`src/hw/rtl/nonuniform_grid_derivative_macros.svh`:
```
// Assertion macros for the nonuniform grid derivative block.
// Included by the RTL files that carry concurrent checks; needs clk and rst_n in scope.
`ifndef NONUNIFORM_GRID_DERIVATIVE_MACROS_SVH
`define NONUNIFORM_GRID_DERIVATIVE_MACROS_SVH
`ifndef SYNTHESIS
// Same-cycle implication, checked at every rising edge out of reset.
`define NGD_ASSERT_IMPLIES(label, ante, cons) \
    label: assert property (@(posedge clk) disable iff (!rst_n) (ante) |-> (cons)) \
        else $error("ngd check failed");
// Next-cycle implication.
`define NGD_ASSERT_NEXT(label, ante, cons) \
    label: assert property (@(posedge clk) disable iff (!rst_n) (ante) |=> (cons)) \
        else $error("ngd check failed");
`else
`define NGD_ASSERT_IMPLIES(label, ante, cons)
`define NGD_ASSERT_NEXT(label, ante, cons)
`endif
`endif

```
`src/hw/rtl/ngd_pkg.sv`:
```
// Shared types and constants for the nonuniform grid derivative block.
// No dependencies.
package ngd_pkg;

    localparam int XW     = 32;  // input coordinate and value width
    localparam int DIFF_W = 33;  // exact difference of two inputs
    localparam int DEN_W  = 32;  // divisor magnitude width
    localparam int QUO_W  = 48;  // capped quotient width
    localparam int NUM2_W = 50;  // numerator of the curvature division
    localparam int SUM_W  = 50;  // sum of three slopes
    localparam int OUT_W  = 32;  // derivative output width
    localparam int PIDX_W = 16;  // point index output width

    localparam logic [QUO_W-1:0] SLOPE_LIM = 48'h7FFF_FFFF_FFFF;
    localparam logic [QUO_W-1:0] D2_LIM    = 48'h0000_8000_0000;

    typedef enum logic [1:0] {
        OP_AB,
        OP_AC,
        OP_BC,
        OP_D2
    } div_op_t;

    typedef enum logic [2:0] {
        KIND_A,     // left point of the first window
        KIND_B,     // middle point
        KIND_C,     // final point
        KIND_ERR0,  // short grid, point 0 when more follow
        KIND_ERRN   // short grid, last point
    } res_kind_t;

    typedef struct packed {
        logic      capture;
        logic      div_start;
        div_op_t   div_op;
        logic      load_out;
        res_kind_t kind;
        logic      commit;
    } ngd_cmd_t;

    typedef struct packed {
        logic cur_ge2;
        logic cur_is1;
        logic cur_is2;
        logic fin;
        logic spacing_bad;
        logic div_done;
        logic out_free;
    } ngd_status_t;

endpackage

```
`src/hw/rtl/ngd_div.sv`:
```
// Restoring radix-2 divider, one quotient bit per cycle, with capped quotient.
// Depends on ngd_pkg and nonuniform_grid_derivative_macros.svh.
`include "nonuniform_grid_derivative_macros.svh"

module ngd_div
    import ngd_pkg::*;
#(
    parameter int FRAC_BITS = 16
)
(
    input  logic                                    clk,
    input  logic                                    rst_n,
    input  logic                                    start,
    input  logic [NUM2_W+FRAC_BITS-1:0]             dividend,
    input  logic [$clog2(NUM2_W+FRAC_BITS+1)-1:0]   steps,
    input  logic [DEN_W-1:0]                        divisor,
    input  logic [QUO_W-1:0]                        lim,
    output logic                                    done,
    output logic [QUO_W-1:0]                        quot
);

    localparam int DIV_W = NUM2_W + FRAC_BITS;
    localparam int CNT_W = $clog2(DIV_W + 1);

    logic [DIV_W-1:0] num_reg, num_next;
    logic [DEN_W-1:0] rem_reg, rem_next;
    logic [DEN_W-1:0] den_reg, den_next;
    logic [QUO_W-1:0] quo_reg, quo_next;
    logic [QUO_W-1:0] lim_reg, lim_next;
    logic             ovf_reg, ovf_next;
    logic             busy_reg, busy_next;
    logic             done_reg, done_next;
    logic [CNT_W-1:0] cnt_reg, cnt_next;
    logic [DEN_W:0]   trial;
    logic [DEN_W:0]   diff;
    logic             ge;

    always_comb
    begin
        trial = {rem_reg, num_reg[DIV_W-1]};
        diff  = trial - {1'b0, den_reg};
        ge    = (trial >= {1'b0, den_reg});

        num_next  = num_reg;
        rem_next  = rem_reg;
        den_next  = den_reg;
        quo_next  = quo_reg;
        lim_next  = lim_reg;
        ovf_next  = ovf_reg;
        busy_next = busy_reg;
        cnt_next  = cnt_reg;
        done_next = 1'b0;

        if (start)
        begin
            num_next  = dividend;
            rem_next  = '0;
            den_next  = divisor;
            quo_next  = '0;
            lim_next  = lim;
            ovf_next  = 1'b0;
            cnt_next  = steps;
            busy_next = 1'b1;
        end
        else if (busy_reg)
        begin
            num_next = num_reg << 1;
            rem_next = ge ? diff[DEN_W-1:0] : trial[DEN_W-1:0];
            // bits pushed out of the top only ever mean saturation
            quo_next = {quo_reg[QUO_W-2:0], ge};
            ovf_next = ovf_reg | quo_reg[QUO_W-1];
            cnt_next = cnt_reg - 1'b1;
            if (cnt_reg == CNT_W'(1))
            begin
                busy_next = 1'b0;
                done_next = 1'b1;
            end
        end
    end

    always_ff @(posedge clk or negedge rst_n)
    begin
        if (!rst_n)
        begin
            busy_reg <= 1'b0;
            done_reg <= 1'b0;
            cnt_reg  <= '0;
        end
        else
        begin
            busy_reg <= busy_next;
            done_reg <= done_next;
            cnt_reg  <= cnt_next;
        end
    end

    always_ff @(posedge clk)
    begin
        num_reg <= num_next;
        rem_reg <= rem_next;
        den_reg <= den_next;
        quo_reg <= quo_next;
        lim_reg <= lim_next;
        ovf_reg <= ovf_next;
    end

    assign done = done_reg;
    assign quot = (ovf_reg || (quo_reg > lim_reg)) ? lim_reg : quo_reg;

    `NGD_ASSERT_IMPLIES(a_start_when_free, start, !busy_reg)
    `NGD_ASSERT_IMPLIES(a_done_not_busy, done_reg, !busy_reg)
    `NGD_ASSERT_NEXT(a_last_step_done, busy_reg && (cnt_reg == CNT_W'(1)) && !start, done_reg)
    `NGD_ASSERT_IMPLIES(a_quot_capped, done_reg, quot <= lim_reg)

endmodule

```
`src/hw/rtl/ngd_dp.sv`:
```
// Datapath: point history, operand selection, shared divider, slope registers,
// result assembly and output register. Depends on ngd_pkg and ngd_div.
module ngd_dp
    import ngd_pkg::*;
#(
    parameter int FRAC_BITS  = 16,
    parameter int INDEX_BITS = 16
)
(
    input  logic                     clk,
    input  logic                     rst_n,
    input  ngd_cmd_t                 cmd,
    output ngd_status_t              status,
    input  logic signed [XW-1:0]     grid_position,
    input  logic signed [XW-1:0]     sample_value,
    input  logic                     final_point,
    input  logic                     out_ready,
    output logic                     out_valid,
    output logic [PIDX_W-1:0]        point_index,
    output logic signed [OUT_W-1:0]  first_derivative,
    output logic signed [OUT_W-1:0]  second_derivative,
    output logic                     bad_window,
    output logic                     end_of_grid
);

    localparam int DIV_W       = NUM2_W + FRAC_BITS;
    localparam int CNT_W       = $clog2(DIV_W + 1);
    localparam int SLOPE_STEPS = DIFF_W + FRAC_BITS;
    localparam int D2_STEPS    = NUM2_W + FRAC_BITS;
    localparam logic [INDEX_BITS-1:0] INDEX_MAX = {INDEX_BITS{1'b1}};

    function automatic logic signed [OUT_W-1:0] sat_out(input logic signed [SUM_W-1:0] v);
        logic [SUM_W-OUT_W:0] top;
        logic signed [OUT_W-1:0] r;
        top = v[SUM_W-1:OUT_W-1];
        if ((top == '0) || (top == '1))
            r = v[OUT_W-1:0];
        else if (v[SUM_W-1])
            r = {1'b1, {(OUT_W-1){1'b0}}};
        else
            r = {1'b0, {(OUT_W-1){1'b1}}};
        return r;
    endfunction

    logic signed [XW-1:0]     xa_reg, xb_reg, xc_reg;
    logic signed [XW-1:0]     ua_reg, ub_reg, uc_reg;
    logic                     fin_reg;
    logic [INDEX_BITS-1:0]    points_reg, points_next;
    logic signed [QUO_W-1:0]  sab_reg, sac_reg, sbc_reg;
    logic signed [OUT_W-1:0]  d2_reg;
    div_op_t                  op_reg;
    logic                     neg_reg;

    logic                     out_valid_reg, out_valid_next;
    logic [PIDX_W-1:0]        pidx_reg;
    logic signed [OUT_W-1:0]  d1_out_reg, d2_out_reg;
    logic                     bad_out_reg, end_out_reg;

    logic signed [DIFF_W-1:0] dab, dac, dbc, nab, nac, nbc;
    logic                     spacing_bad;
    logic signed [NUM2_W-1:0] d2_diff, num_s, num_abs;
    logic signed [DIFF_W-1:0] den_s, den_abs;
    logic                     neg;
    logic [DIV_W-1:0]         div_dividend;
    logic [CNT_W-1:0]         div_steps;
    logic [QUO_W-1:0]         div_lim;
    logic                     div_done;
    logic [QUO_W-1:0]         div_quot;
    logic signed [QUO_W:0]    sq;

    logic signed [SUM_W-1:0]  d1_sum;
    logic                     is_err;
    logic                     zero_out;
    logic [INDEX_BITS-1:0]    idx;
    logic                     is_end;

    // window differences, exact at 33 bits
    always_comb
    begin
        dab = DIFF_W'(xb_reg) - DIFF_W'(xa_reg);
        dac = DIFF_W'(xc_reg) - DIFF_W'(xa_reg);
        dbc = DIFF_W'(xc_reg) - DIFF_W'(xb_reg);
        nab = DIFF_W'(ub_reg) - DIFF_W'(ua_reg);
        nac = DIFF_W'(uc_reg) - DIFF_W'(ua_reg);
        nbc = DIFF_W'(uc_reg) - DIFF_W'(ub_reg);
        spacing_bad = (dab == '0) || (dac == '0) || (dbc == '0);
    end

    // divider operands: magnitudes plus a sign for the quotient
    always_comb
    begin
        d2_diff = NUM2_W'(sac_reg) - NUM2_W'(sbc_reg);
        case (cmd.div_op)
            OP_AB:
            begin
                num_s = NUM2_W'(nab);
                den_s = dab;
            end
            OP_AC:
            begin
                num_s = NUM2_W'(nac);
                den_s = dac;
            end
            OP_BC:
            begin
                num_s = NUM2_W'(nbc);
                den_s = dbc;
            end
            OP_D2:
            begin
                num_s = d2_diff <<< 1;
                den_s = dab;
            end
            default:
            begin
                num_s = '0;
                den_s = dab;
            end
        endcase
        // curvature divides by the negated left spacing
        neg     = num_s[NUM2_W-1] ^ den_s[DIFF_W-1] ^ (cmd.div_op == OP_D2);
        num_abs = num_s[NUM2_W-1] ? -num_s : num_s;
        den_abs = den_s[DIFF_W-1] ? -den_s : den_s;
        if (cmd.div_op == OP_D2)
        begin
            div_dividend = DIV_W'(num_abs) << (DIV_W - NUM2_W);
            div_steps    = CNT_W'(D2_STEPS);
            div_lim      = D2_LIM;
        end
        else
        begin
            div_dividend = DIV_W'(num_abs[DIFF_W-1:0]) << (DIV_W - DIFF_W);
            div_steps    = CNT_W'(SLOPE_STEPS);
            div_lim      = SLOPE_LIM;
        end
    end

    ngd_div #(
        .FRAC_BITS (FRAC_BITS)
    ) u_div (
        .clk      (clk),
        .rst_n    (rst_n),
        .start    (cmd.div_start),
        .dividend (div_dividend),
        .steps    (div_steps),
        .divisor  (den_abs[DEN_W-1:0]),
        .lim      (div_lim),
        .done     (div_done),
        .quot     (div_quot)
    );

    assign sq = neg_reg ? -$signed({1'b0, div_quot}) : $signed({1'b0, div_quot});

    // result assembly for the selected kind
    always_comb
    begin
        case (cmd.kind)
            KIND_A:  d1_sum = SUM_W'(sab_reg) + SUM_W'(sac_reg) - SUM_W'(sbc_reg);
            KIND_B:  d1_sum = SUM_W'(sab_reg) - SUM_W'(sac_reg) + SUM_W'(sbc_reg);
            KIND_C:  d1_sum = SUM_W'(sac_reg) + SUM_W'(sbc_reg) - SUM_W'(sab_reg);
            default: d1_sum = '0;
        endcase
        case (cmd.kind)
            KIND_B:  idx = points_reg - 1'b1;
            KIND_C:  idx = points_reg;
            KIND_ERRN: idx = points_reg;
            default: idx = '0;
        endcase
        is_err   = (cmd.kind == KIND_ERR0) || (cmd.kind == KIND_ERRN);
        zero_out = is_err || spacing_bad;
        is_end   = (cmd.kind == KIND_C) || (cmd.kind == KIND_ERRN);
    end

    always_comb
    begin
        points_next = points_reg;
        if (cmd.commit)
        begin
            if (fin_reg)
                points_next = '0;
            else if (points_reg != INDEX_MAX)
                points_next = points_reg + 1'b1;
        end
        out_valid_next = out_valid_reg;
        if (cmd.load_out)
            out_valid_next = 1'b1;
        else if (out_ready)
            out_valid_next = 1'b0;
    end

    always_ff @(posedge clk or negedge rst_n)
    begin
        if (!rst_n)
        begin
            points_reg    <= '0;
            out_valid_reg <= 1'b0;
        end
        else
        begin
            points_reg    <= points_next;
            out_valid_reg <= out_valid_next;
        end
    end

    always_ff @(posedge clk)
    begin
        if (cmd.capture)
        begin
            xc_reg  <= grid_position;
            uc_reg  <= sample_value;
            fin_reg <= final_point;
        end
        if (cmd.commit)
        begin
            xa_reg <= xb_reg;
            xb_reg <= xc_reg;
            ua_reg <= ub_reg;
            ub_reg <= uc_reg;
        end
        if (cmd.div_start)
        begin
            op_reg  <= cmd.div_op;
            neg_reg <= neg;
        end
        if (div_done)
        begin
            case (op_reg)
                OP_AB:   sab_reg <= sq[QUO_W-1:0];
                OP_AC:   sac_reg <= sq[QUO_W-1:0];
                OP_BC:   sbc_reg <= sq[QUO_W-1:0];
                OP_D2:   d2_reg  <= sat_out(SUM_W'(sq));
                default: d2_reg  <= d2_reg;
            endcase
        end
        if (cmd.load_out)
        begin
            pidx_reg    <= PIDX_W'(idx);
            d1_out_reg  <= zero_out ? '0 : sat_out(d1_sum);
            d2_out_reg  <= zero_out ? '0 : d2_reg;
            bad_out_reg <= zero_out;
            end_out_reg <= is_end;
        end
    end

    always_comb
    begin
        status.cur_ge2     = (points_reg >= INDEX_BITS'(2));
        status.cur_is1     = (points_reg == INDEX_BITS'(1));
        status.cur_is2     = (points_reg == INDEX_BITS'(2));
        status.fin         = fin_reg;
        status.spacing_bad = spacing_bad;
        status.div_done    = div_done;
        status.out_free    = !out_valid_reg || out_ready;
    end

    assign out_valid         = out_valid_reg;
    assign point_index       = pidx_reg;
    assign first_derivative  = d1_out_reg;
    assign second_derivative = d2_out_reg;
    assign bad_window        = bad_out_reg;
    assign end_of_grid       = end_out_reg;

endmodule

```
`src/hw/rtl/ngd_ctrl.sv`:
```
// Controller: sequences capture, the four divisions, result emission and commit.
// Depends on ngd_pkg.
module ngd_ctrl
    import ngd_pkg::*;
(
    input  logic        clk,
    input  logic        rst_n,
    input  logic        in_valid,
    output logic        in_ready,
    input  ngd_status_t status,
    output ngd_cmd_t    cmd
);

    typedef enum logic [2:0] {
        S_IDLE,
        S_PLAN,
        S_DIV_GO,
        S_DIV_WAIT,
        S_EMIT
    } state_t;

    state_t    state_reg, state_next;
    div_op_t   op_reg, op_next;
    res_kind_t kind_reg, kind_next;
    res_kind_t first_kind;
    logic      has_next;
    res_kind_t after_kind;

    always_comb
    begin
        if (status.cur_ge2)
            first_kind = status.cur_is2 ? KIND_A : KIND_B;
        else
            first_kind = status.cur_is1 ? KIND_ERR0 : KIND_ERRN;

        case (kind_reg)
            KIND_A:
            begin
                has_next   = 1'b1;
                after_kind = status.fin ? KIND_C : KIND_B;
            end
            KIND_B:
            begin
                has_next   = status.fin;
                after_kind = KIND_C;
            end
            KIND_ERR0:
            begin
                has_next   = 1'b1;
                after_kind = KIND_ERRN;
            end
            default:
            begin
                has_next   = 1'b0;
                after_kind = KIND_C;
            end
        endcase
    end

    always_comb
    begin
        state_next = state_reg;
        op_next    = op_reg;
        kind_next  = kind_reg;
        in_ready   = 1'b0;
        cmd        = '0;
        cmd.div_op = op_reg;
        cmd.kind   = kind_reg;

        case (state_reg)
            S_IDLE:
            begin
                in_ready    = 1'b1;
                cmd.capture = in_valid;
                if (in_valid)
                    state_next = S_PLAN;
            end
            S_PLAN:
            begin
                if (status.cur_ge2 && !status.spacing_bad)
                begin
                    op_next    = OP_AB;
                    state_next = S_DIV_GO;
                end
                else if (status.cur_ge2 || status.fin)
                begin
                    kind_next  = first_kind;
                    state_next = S_EMIT;
                end
                else
                begin
                    cmd.commit = 1'b1;
                    state_next = S_IDLE;
                end
            end
            S_DIV_GO:
            begin
                cmd.div_start = 1'b1;
                state_next    = S_DIV_WAIT;
            end
            S_DIV_WAIT:
            begin
                if (status.div_done)
                begin
                    case (op_reg)
                        OP_AB:   op_next = OP_AC;
                        OP_AC:   op_next = OP_BC;
                        OP_BC:   op_next = OP_D2;
                        default: op_next = OP_D2;
                    endcase
                    if (op_reg == OP_D2)
                    begin
                        kind_next  = first_kind;
                        state_next = S_EMIT;
                    end
                    else
                    begin
                        state_next = S_DIV_GO;
                    end
                end
            end
            S_EMIT:
            begin
                if (status.out_free)
                begin
                    cmd.load_out = 1'b1;
                    if (has_next)
                    begin
                        kind_next = after_kind;
                    end
                    else
                    begin
                        cmd.commit = 1'b1;
                        state_next = S_IDLE;
                    end
                end
            end
            default:
            begin
                state_next = S_IDLE;
            end
        endcase
    end

    always_ff @(posedge clk or negedge rst_n)
    begin
        if (!rst_n)
        begin
            state_reg <= S_IDLE;
            op_reg    <= OP_AB;
            kind_reg  <= KIND_A;
        end
        else
        begin
            state_reg <= state_next;
            op_reg    <= op_next;
            kind_reg  <= kind_next;
        end
    end

endmodule

```
`src/hw/rtl/nonuniform_grid_derivative.sv`:
```
// Top level of the nonuniform grid derivative block: controller plus datapath.
// Depends on ngd_pkg, ngd_ctrl, ngd_dp (and ngd_div below it).
//
//   channel  | handshake            | payload
//   ---------+----------------------+-----------------------------------------------
//   in       | in_valid / in_ready  | grid_position, sample_value, final_point
//   out      | out_valid / out_ready| point_index, first_derivative,
//            |                      | second_derivative, bad_window, end_of_grid
//
// One item at a time. A full window runs four divisions on the shared radix-2 divider, three
// of 33+FRAC_BITS steps and one of 50+FRAC_BITS, and gives one result or two.
// The first two points of a grid only enter the history; a zero spacing or a short grid
// skips the divider. Reset clears the point count and the output valid.
// A stalled output holds the result register; the next item is still taken, its results wait.
module nonuniform_grid_derivative
    import ngd_pkg::*;
#(
    parameter int FRAC_BITS  = 16,
    parameter int INDEX_BITS = 16
)
(
    input  logic                     clk,
    input  logic                     rst_n,
    input  logic                     in_valid,
    output logic                     in_ready,
    input  logic signed [XW-1:0]     grid_position,
    input  logic signed [XW-1:0]     sample_value,
    input  logic                     final_point,
    output logic                     out_valid,
    input  logic                     out_ready,
    output logic [PIDX_W-1:0]        point_index,
    output logic signed [OUT_W-1:0]  first_derivative,
    output logic signed [OUT_W-1:0]  second_derivative,
    output logic                     bad_window,
    output logic                     end_of_grid
);

    // commands down to the datapath, status back to the controller
    ngd_cmd_t    cmd;
    ngd_status_t status;

    // sequence capture, divisions, emission and history commit
    ngd_ctrl u_ctrl (
        .clk      (clk),
        .rst_n    (rst_n),
        .in_valid (in_valid),
        .in_ready (in_ready),
        .status   (status),
        .cmd      (cmd)
    );

    // hold the window, run the divider, assemble and register the results
    ngd_dp #(
        .FRAC_BITS  (FRAC_BITS),
        .INDEX_BITS (INDEX_BITS)
    ) u_dp (
        .clk               (clk),
        .rst_n             (rst_n),
        .cmd               (cmd),
        .status            (status),
        .grid_position     (grid_position),
        .sample_value      (sample_value),
        .final_point       (final_point),
        .out_ready         (out_ready),
        .out_valid         (out_valid),
        .point_index       (point_index),
        .first_derivative  (first_derivative),
        .second_derivative (second_derivative),
        .bad_window        (bad_window),
        .end_of_grid       (end_of_grid)
    );

endmodule

```
`config.mk`:
```
export PLATFORM = sky130hd
export DESIGN_NAME = nonuniform_grid_derivative
export DESIGN_NICKNAME = d
export VERILOG_FILES = /design/src/hw/rtl/ngd_pkg.sv /design/src/hw/rtl/ngd_div.sv /design/src/hw/rtl/ngd_dp.sv /design/src/hw/rtl/ngd_ctrl.sv /design/src/hw/rtl/nonuniform_grid_derivative.sv
export VERILOG_INCLUDE_DIRS = /design/src /design/src/hw/rtl
export SDC_FILE = /design/constraint.sdc
export NUM_CORES = 2
export LEC_CHECK = 0
export BUFFER_PORTS_ARGS = -buffer_cell sky130_fd_sc_hd__buf_2
export CELL_PAD_IN_SITES_DETAIL_PLACEMENT = 1
export CELL_PAD_IN_SITES_GLOBAL_PLACEMENT = 2
export CORE_AREA = 2 2 535 377
export CTS_CLUSTER_DIAMETER = 60
export DETAILED_ROUTE_END_ITERATION = 8
export DIE_AREA = 0 0 537 379
export PLACE_DENSITY = 0.61
export SLEW_MARGIN = 20
export SYNTH_ARGS = -nofsm -noshare
export SYNTH_HDL_FRONTEND = slang
export SYNTH_SLANG_ARGS = --single-unit
```
`constraint.sdc`:
```
create_clock -name clk -period 25.7 [get_ports clk]
set_clock_uncertainty 0.2 [all_clocks]
set_input_delay 1.285 -clock clk [delete_from_list [all_inputs] [get_ports clk]]
set_output_delay 1.285 -clock clk [all_outputs]
set_load 0.1 [all_outputs]
```
## Word-level counts from Yosys, hierarchy flattened

Cells that the tools add are included.

| storage, ports and cells | value |
|---|---|
| register bits after elaboration | 715 |
| bits of input ports | 69 |
| output and inout bits | 84 |
| logic and storage cells | 190 |

| operators by class | value |
|---|---|
| $add $sub $neg | 20 |
| order comparisons | 3 |
| equality and inequality tests | 29 |
| muxes and demuxes | 65 |
| bitwise operators | 3 |
| reductions and logical operators | 38 |

Operator list:

| kind | count |
|---|---|
| 50-bit case mux with 4 select lines | 1 |
| 66-bit two-way mux | 3 |
| 32-bit by 32-bit subtractor with 33-bit output | 6 |
| 32-bit two-way mux | 6 |
| 50-bit case mux with 3 select lines | 1 |
| 49-bit by 48-bit subtractor with 50-bit output | 2 |
| 33-bit zero test | 3 |
| 33-bit case mux with 3 select lines | 1 |
| 48-bit by 48-bit adder with 49-bit output | 2 |
| 48-bit by 48-bit subtractor with 49-bit output | 2 |
| 49-bit by 48-bit adder with 50-bit output | 1 |
| 50-bit two-way mux | 1 |
| 50-bit negation | 1 |
| 49-bit two-way mux | 1 |
| 48-bit negation with 49-bit output | 1 |
| 48-bit greater-than comparator | 1 |
| 48-bit two-way mux | 1 |
| 47-bit two-way mux | 1 |
| 3-bit two-way mux | 15 |
| 19-bit == test, second input constant | 2 |
| 19-bit zero test | 2 |
| 33-bit by 32-bit greater-or-equal comparator with 1-bit output | 1 |
| 16-bit two-way mux | 2 |
| 32-bit negation | 1 |
| 39 further kinds | 100 |

## Logic depth before layout (Yosys ltp)

| logic depth | value |
|---|---|
| depth in word-level cells | 9 |
| gate-level depth with buffers | 28 |
| gate-level depth less buffers | 22 |

## Cells and area by module

A second synthesis with hierarchy kept.

| unflattened totals | value |
|---|---|
| cell total of the unflattened synthesis | 7,254 |
| area, all modules | 64,065.2 µm² |

By module, submodules not included:

| module | times used | cells an instance | area an instance (µm²) | seq. area each (µm²) |
|---|---|---|---|---|
| ngd_dp | 1 | 6,061 | 51,002.7 | 14,058.5 |
| ngd_div | 1 | 1,125 | 12,467.0 | 6,231.0 |
| ngd_ctrl | 1 | 68 | 595.6 | 200.2 |

## Least setup slack after synthesis

OpenSTA, ideal clock, no wires.

| path | value |
|---|---|
| path kind | input port to flip-flop |
| start point | input port out_ready |
| end point | register u_dp.points_reg[7] |
| library setup time | 0.132 ns |
| arrival time | 8.896 ns |
| data required time | 25.368 ns |
| slack | 16.472 ns |
| cell stages on the path | 10 |
| path buffers | 0 |
| path through | nand2b_1 > nand2_1 > o21ai_1 > o41a_1 > and4_1 > nand3_1 > nor2_1 > nand2_1 > xor2_1 > nor2_1 |

RTL lines:

| element | RTL line | source |
|---|---|---|
| from (decl) | nonuniform_grid_derivative.sv:30 | `input logic out_ready,` |
| to (signal assigned) | ngd_dp.sv:200 | `points_reg <= points_next;` |
| to (decl) | ngd_dp.sv:48 | `logic [INDEX_BITS-1:0] points_reg, points_next;` |

## Worst setup path after layout

| path | value |
|---|---|
| start point | register u_dp.u_div.lim_reg[45] |
| end point | register u_dp.d2_reg[12] (data pin) |

| on the way | value |
|---|---|
| word-level cells in the longest chain between the ends | 8 |
| elaborated cells on any way between the ends | 10 |
| those cells by class | add/sub: 1; order compare: 1; eq/ne: 1; mux: 4; reduce/logical: 3 |

RTL lines:

| element | RTL line | source |
|---|---|---|
| from (decl) | ngd_div.sv:29 | `logic [QUO_W-1:0] lim_reg, lim_next;` |
| from (signal assigned) | ngd_div.sv:103 | `lim_reg <= lim_next;` |
| 48-bit greater-than comparator (*) | ngd_div.sv:108 | `assign quot = (ovf_reg \|\| (quo_reg > lim_reg)) ? lim_reg : quo_reg;` |
| 1-bit logical OR (*) | ngd_div.sv:108 |  |
| 48-bit two-way mux (*) | ngd_div.sv:108 |  |
| 48-bit negation with 49-bit output | ngd_dp.sv:152 | `assign sq = neg_reg ? -$signed({1'b0, div_quot}) : $signed({1'b0, div_quot});` |
| 49-bit two-way mux (*) | ngd_dp.sv:152 |  |
| net u_dp.sq[40] | ngd_dp.sv:69 | `logic signed [QUO_W:0] sq;` |
| 19-bit == test / 19-bit zero test (equally long branches) | ngd_dp.sv:36 | `if ((top == '0) \|\| (top == '1))` |
| 1-bit logical OR (*) | ngd_dp.sv:36 |  |
| 32-bit two-way mux (*) | ngd_dp.sv:36 |  |
| to (signal assigned) | ngd_dp.sv:231 | `OP_D2: d2_reg <= sat_out(SUM_W'(sq));` |
| to (signal assigned) | ngd_dp.sv:232 | `default: d2_reg <= d2_reg;` |
| to (decl) | ngd_dp.sv:50 | `logic signed [OUT_W-1:0] d2_reg;` |

Mark *: on every way through the listed nets, which the timed path passes. The rest lies on a longest branch.
A chain may end at the register's enable or synchronous reset.

==> flow_summary.yaml <==
run_status:
  status: "completed"
final_layout:
  drive_above_1_share_pct: 7.03
  area_growth_pct: 11.1
  utilization_pct: 33.2
  nNetsFinal: 7488
  largest_reg_flops: 50
worst_hold_path:
  hp-class: "reg2reg"
synth:
  synth.top_cell.area_share_pct: 27.2
  synthesis.nets: 7450
  syn_area_um2: 59300
  synth-edff-count: 537
  ys_ff_latch: 652
  synth_area_leaders: "edfxtp_1, ha_1, fa_1"
  synthCells: 6749
  synth.avg_cell_area_um2: 8.78
  ys_warn_count: 0
  synthMostInstantiatedCell: "inv_1"
  async_reset_ff_share_pct: 5.21
  synthDistinctLibCells: 106
  synthFlopType: "edfxtp_1"
  synth_common_cells: "inv_1, edfxtp_1, a21oi_1, nand2_1, ha_1"
  synth-seq-area-share_pct: 31.4
  yosysTopAreaCell: "edfxtp_1"
setup_path:
  required_ps: 25910
  crit_family: "simple AND/OR/NAND/NOR gates"
  arrival_ps: 8160
  slowest_delay_ps: 510
  critPathMaxFanout: 31
  cp-end-kind: "flop"
  critPathKind: "reg2reg"
  cp_slowest_cell: "inv_1"
  critPathBufInv: 4
  cp-start-kind: "flop"
clock_tree:
  clock-sinks: 652
  cts_hold_buf: 0
  cts.clk_slew.worst_paths_ps: 60
  cts_buffers: 86
  cts_setup_buffers: 0
  htree_num_levels: 3
  clk_latency_ps: 700
  cts-root-buf: "clkbuf_16"
  cts_resized: 0
  clk_path_buf_depth: 3
  tritoncts: "done"
routing:
  drtIter0Drc: 4271
  antenna_left: 0
  routed_via_density: 5.58
  drc: 0
  drt_pass1_iterations: 6
  wire_per_inst_um: 25.4
  vias: 53074
  wl_um: 242000
floorplan:
  die_height_um: 379
  core_um2: 198000
  row_count: 137
  initial_core_util_pct: 29.9
  die_x_um: 537
  pin_count: 153
  fp.dieArea_um2: 204000
power_and_ir_drop:
  p_leak_uw: 0.0278
  power_per_cell_area_nw_per_um2: 74.8
  irDropWorstVdd_mv: 0.0619
grt:
  track_usage_pct: 23.4
  gr-usage-met2_pct: 32.8
  busiest_layer: "met1"
  grt_pass1_vias: 52995
  grt_max_degree: 77
  antenna_found_initial: 13
  grt_pass1_wl_um: 359000
  grtUsageMet1_pct: 37.5
  gr-usage-met3_pct: 3.09
  grt_overflow: 0
timing:
  rsz0062_at_grt: "false"
  fmax_mhz: 126
  setup_ws_ps: 17740
  tightestPinTransition_ps: 1260
  slew_headroom_pct: 15.0
  fin_crit_ps: 7960
  drv_slew: 0
  finalHoldViolations: 0
  setup_viol: 0
  fin_tns_setup_ps: 0
  finalCritPeriodShare_pct: 31.0
placement:
  dp_hpwl_um: 196000
  place_ws_ps: 17870
  gp_congestion: 0.898
  io_buffers: 152
job:
  drv_cap: 0
==> cell families after synthesis <==
family / synth area share [%]
XOR/XNOR: 5.82
AND/OR/NAND/NOR: 15.7
AO/OA/AOI/OAI: 23.2
adder cells (fa/ha/maj): 15.3
multiplexers: 2.52
buffers and inverters: 6.05
flip-flops: 31.4
==> cells in the final DEF (no fill, tap or decap), types with 27 or more instances in the layout <==
master and count:
fa_1 152, nand2b_1 74, nand3b_1 27, edfxtp_1 537
nor2b_1 44, a21oi_1 494, nor3_1 128, or3_1 61
a211oi_1 86, dfxtp_1 81, o21a_1 90, and3_1 98
nor4_1 54, buf_4 64, a22oi_1 33, and2_1 44
o21bai_1 51, o2111ai_1 27, nor2_1 447, a31oi_1 110
inv_1 676, mux2i_1 135, o21ai_0 425, nand4_1 102
o31ai_1 76, a21o_1 186, clkbuf_16 90, xnor2_1 244
o21ai_1 32, nand3_1 166, o211ai_1 56, o22ai_1 68
buf_2 153, xor2_1 150, nand2_1 488, ha_1 476
dfrtp_1 33
==> metrics by stage <==
| step | cell area (µm²) | total power, µW | cells | hold WS (ps) |
|---|---|---|---|---|
| floorplan | 59300 | 2860 | 6749 | 226 |
| global placement | 63000 | 3640 | 9339 | 234 |
| detailed placement | 63000 | 3660 | 9340 | 242 |
| CTS | 65800 | 4940 | 9502 | 257 |
| global route | 65800 | 5210 | 9503 | 257 |
| finish | 65900 | 4930 | 9508 | 253 |
==> cell type report <==
cell class | instances | area (µm²)
Antenna cell | 6 | 15.0
Tap cell | 2641 | 3300
Clock buffer | 105 | 2310
Inverter | 682 | 2570
Timing Repair Buffer | 217 | 1250
Sequential cell | 652 | 18600
Multi-Input combinational cell | 5148 | 37300
Fill cell | 23025 | 133000
Clock inverter | 57 | 564
==> worst paths after layout <==
kind / slack (ps) / from / cells past startpoint / to
setup / recovery: 17740 / u_dp.u_div.lim_reg[45]$_DFFE_PP_ / 25 / u_dp.d2_reg[12]$_DFFE_PP_
hold / removal: 250 / u_dp.xc_reg[0]$_DFFE_PP_ / 0 / u_dp.xb_reg[0]$_DFFE_PP_
setup reg to reg: 17740 / u_dp.u_div.lim_reg[45]$_DFFE_PP_ / 25 / u_dp.d2_reg[12]$_DFFE_PP_
hold reg to reg: 250 / u_dp.xc_reg[0]$_DFFE_PP_ / 0 / u_dp.xb_reg[0]$_DFFE_PP_
max in group asynchronous: 24360 / rst_n / 2 / u_dp.u_div.busy_reg$_DFF_PN0_
min in group asynchronous: 460 / rst_n / 2 / u_dp.points_reg[5]$_DFFE_PN0P_
==> where the power goes <==
group / internal (µW) / switching [µW]
combinational: 698 / 1500
clock: 704 / 538
sequential: 1400 / 91.7
==> routing by layer <==
metal | vias up | routed length [µm]
met1 | 26765 | 128000
li1 | 24868 | -
met5 | - | 0
met3 | 166 | 14300
met4 | 0 | 3220
met2 | 1275 | 95900
Power figures use the tool's default switching activity.
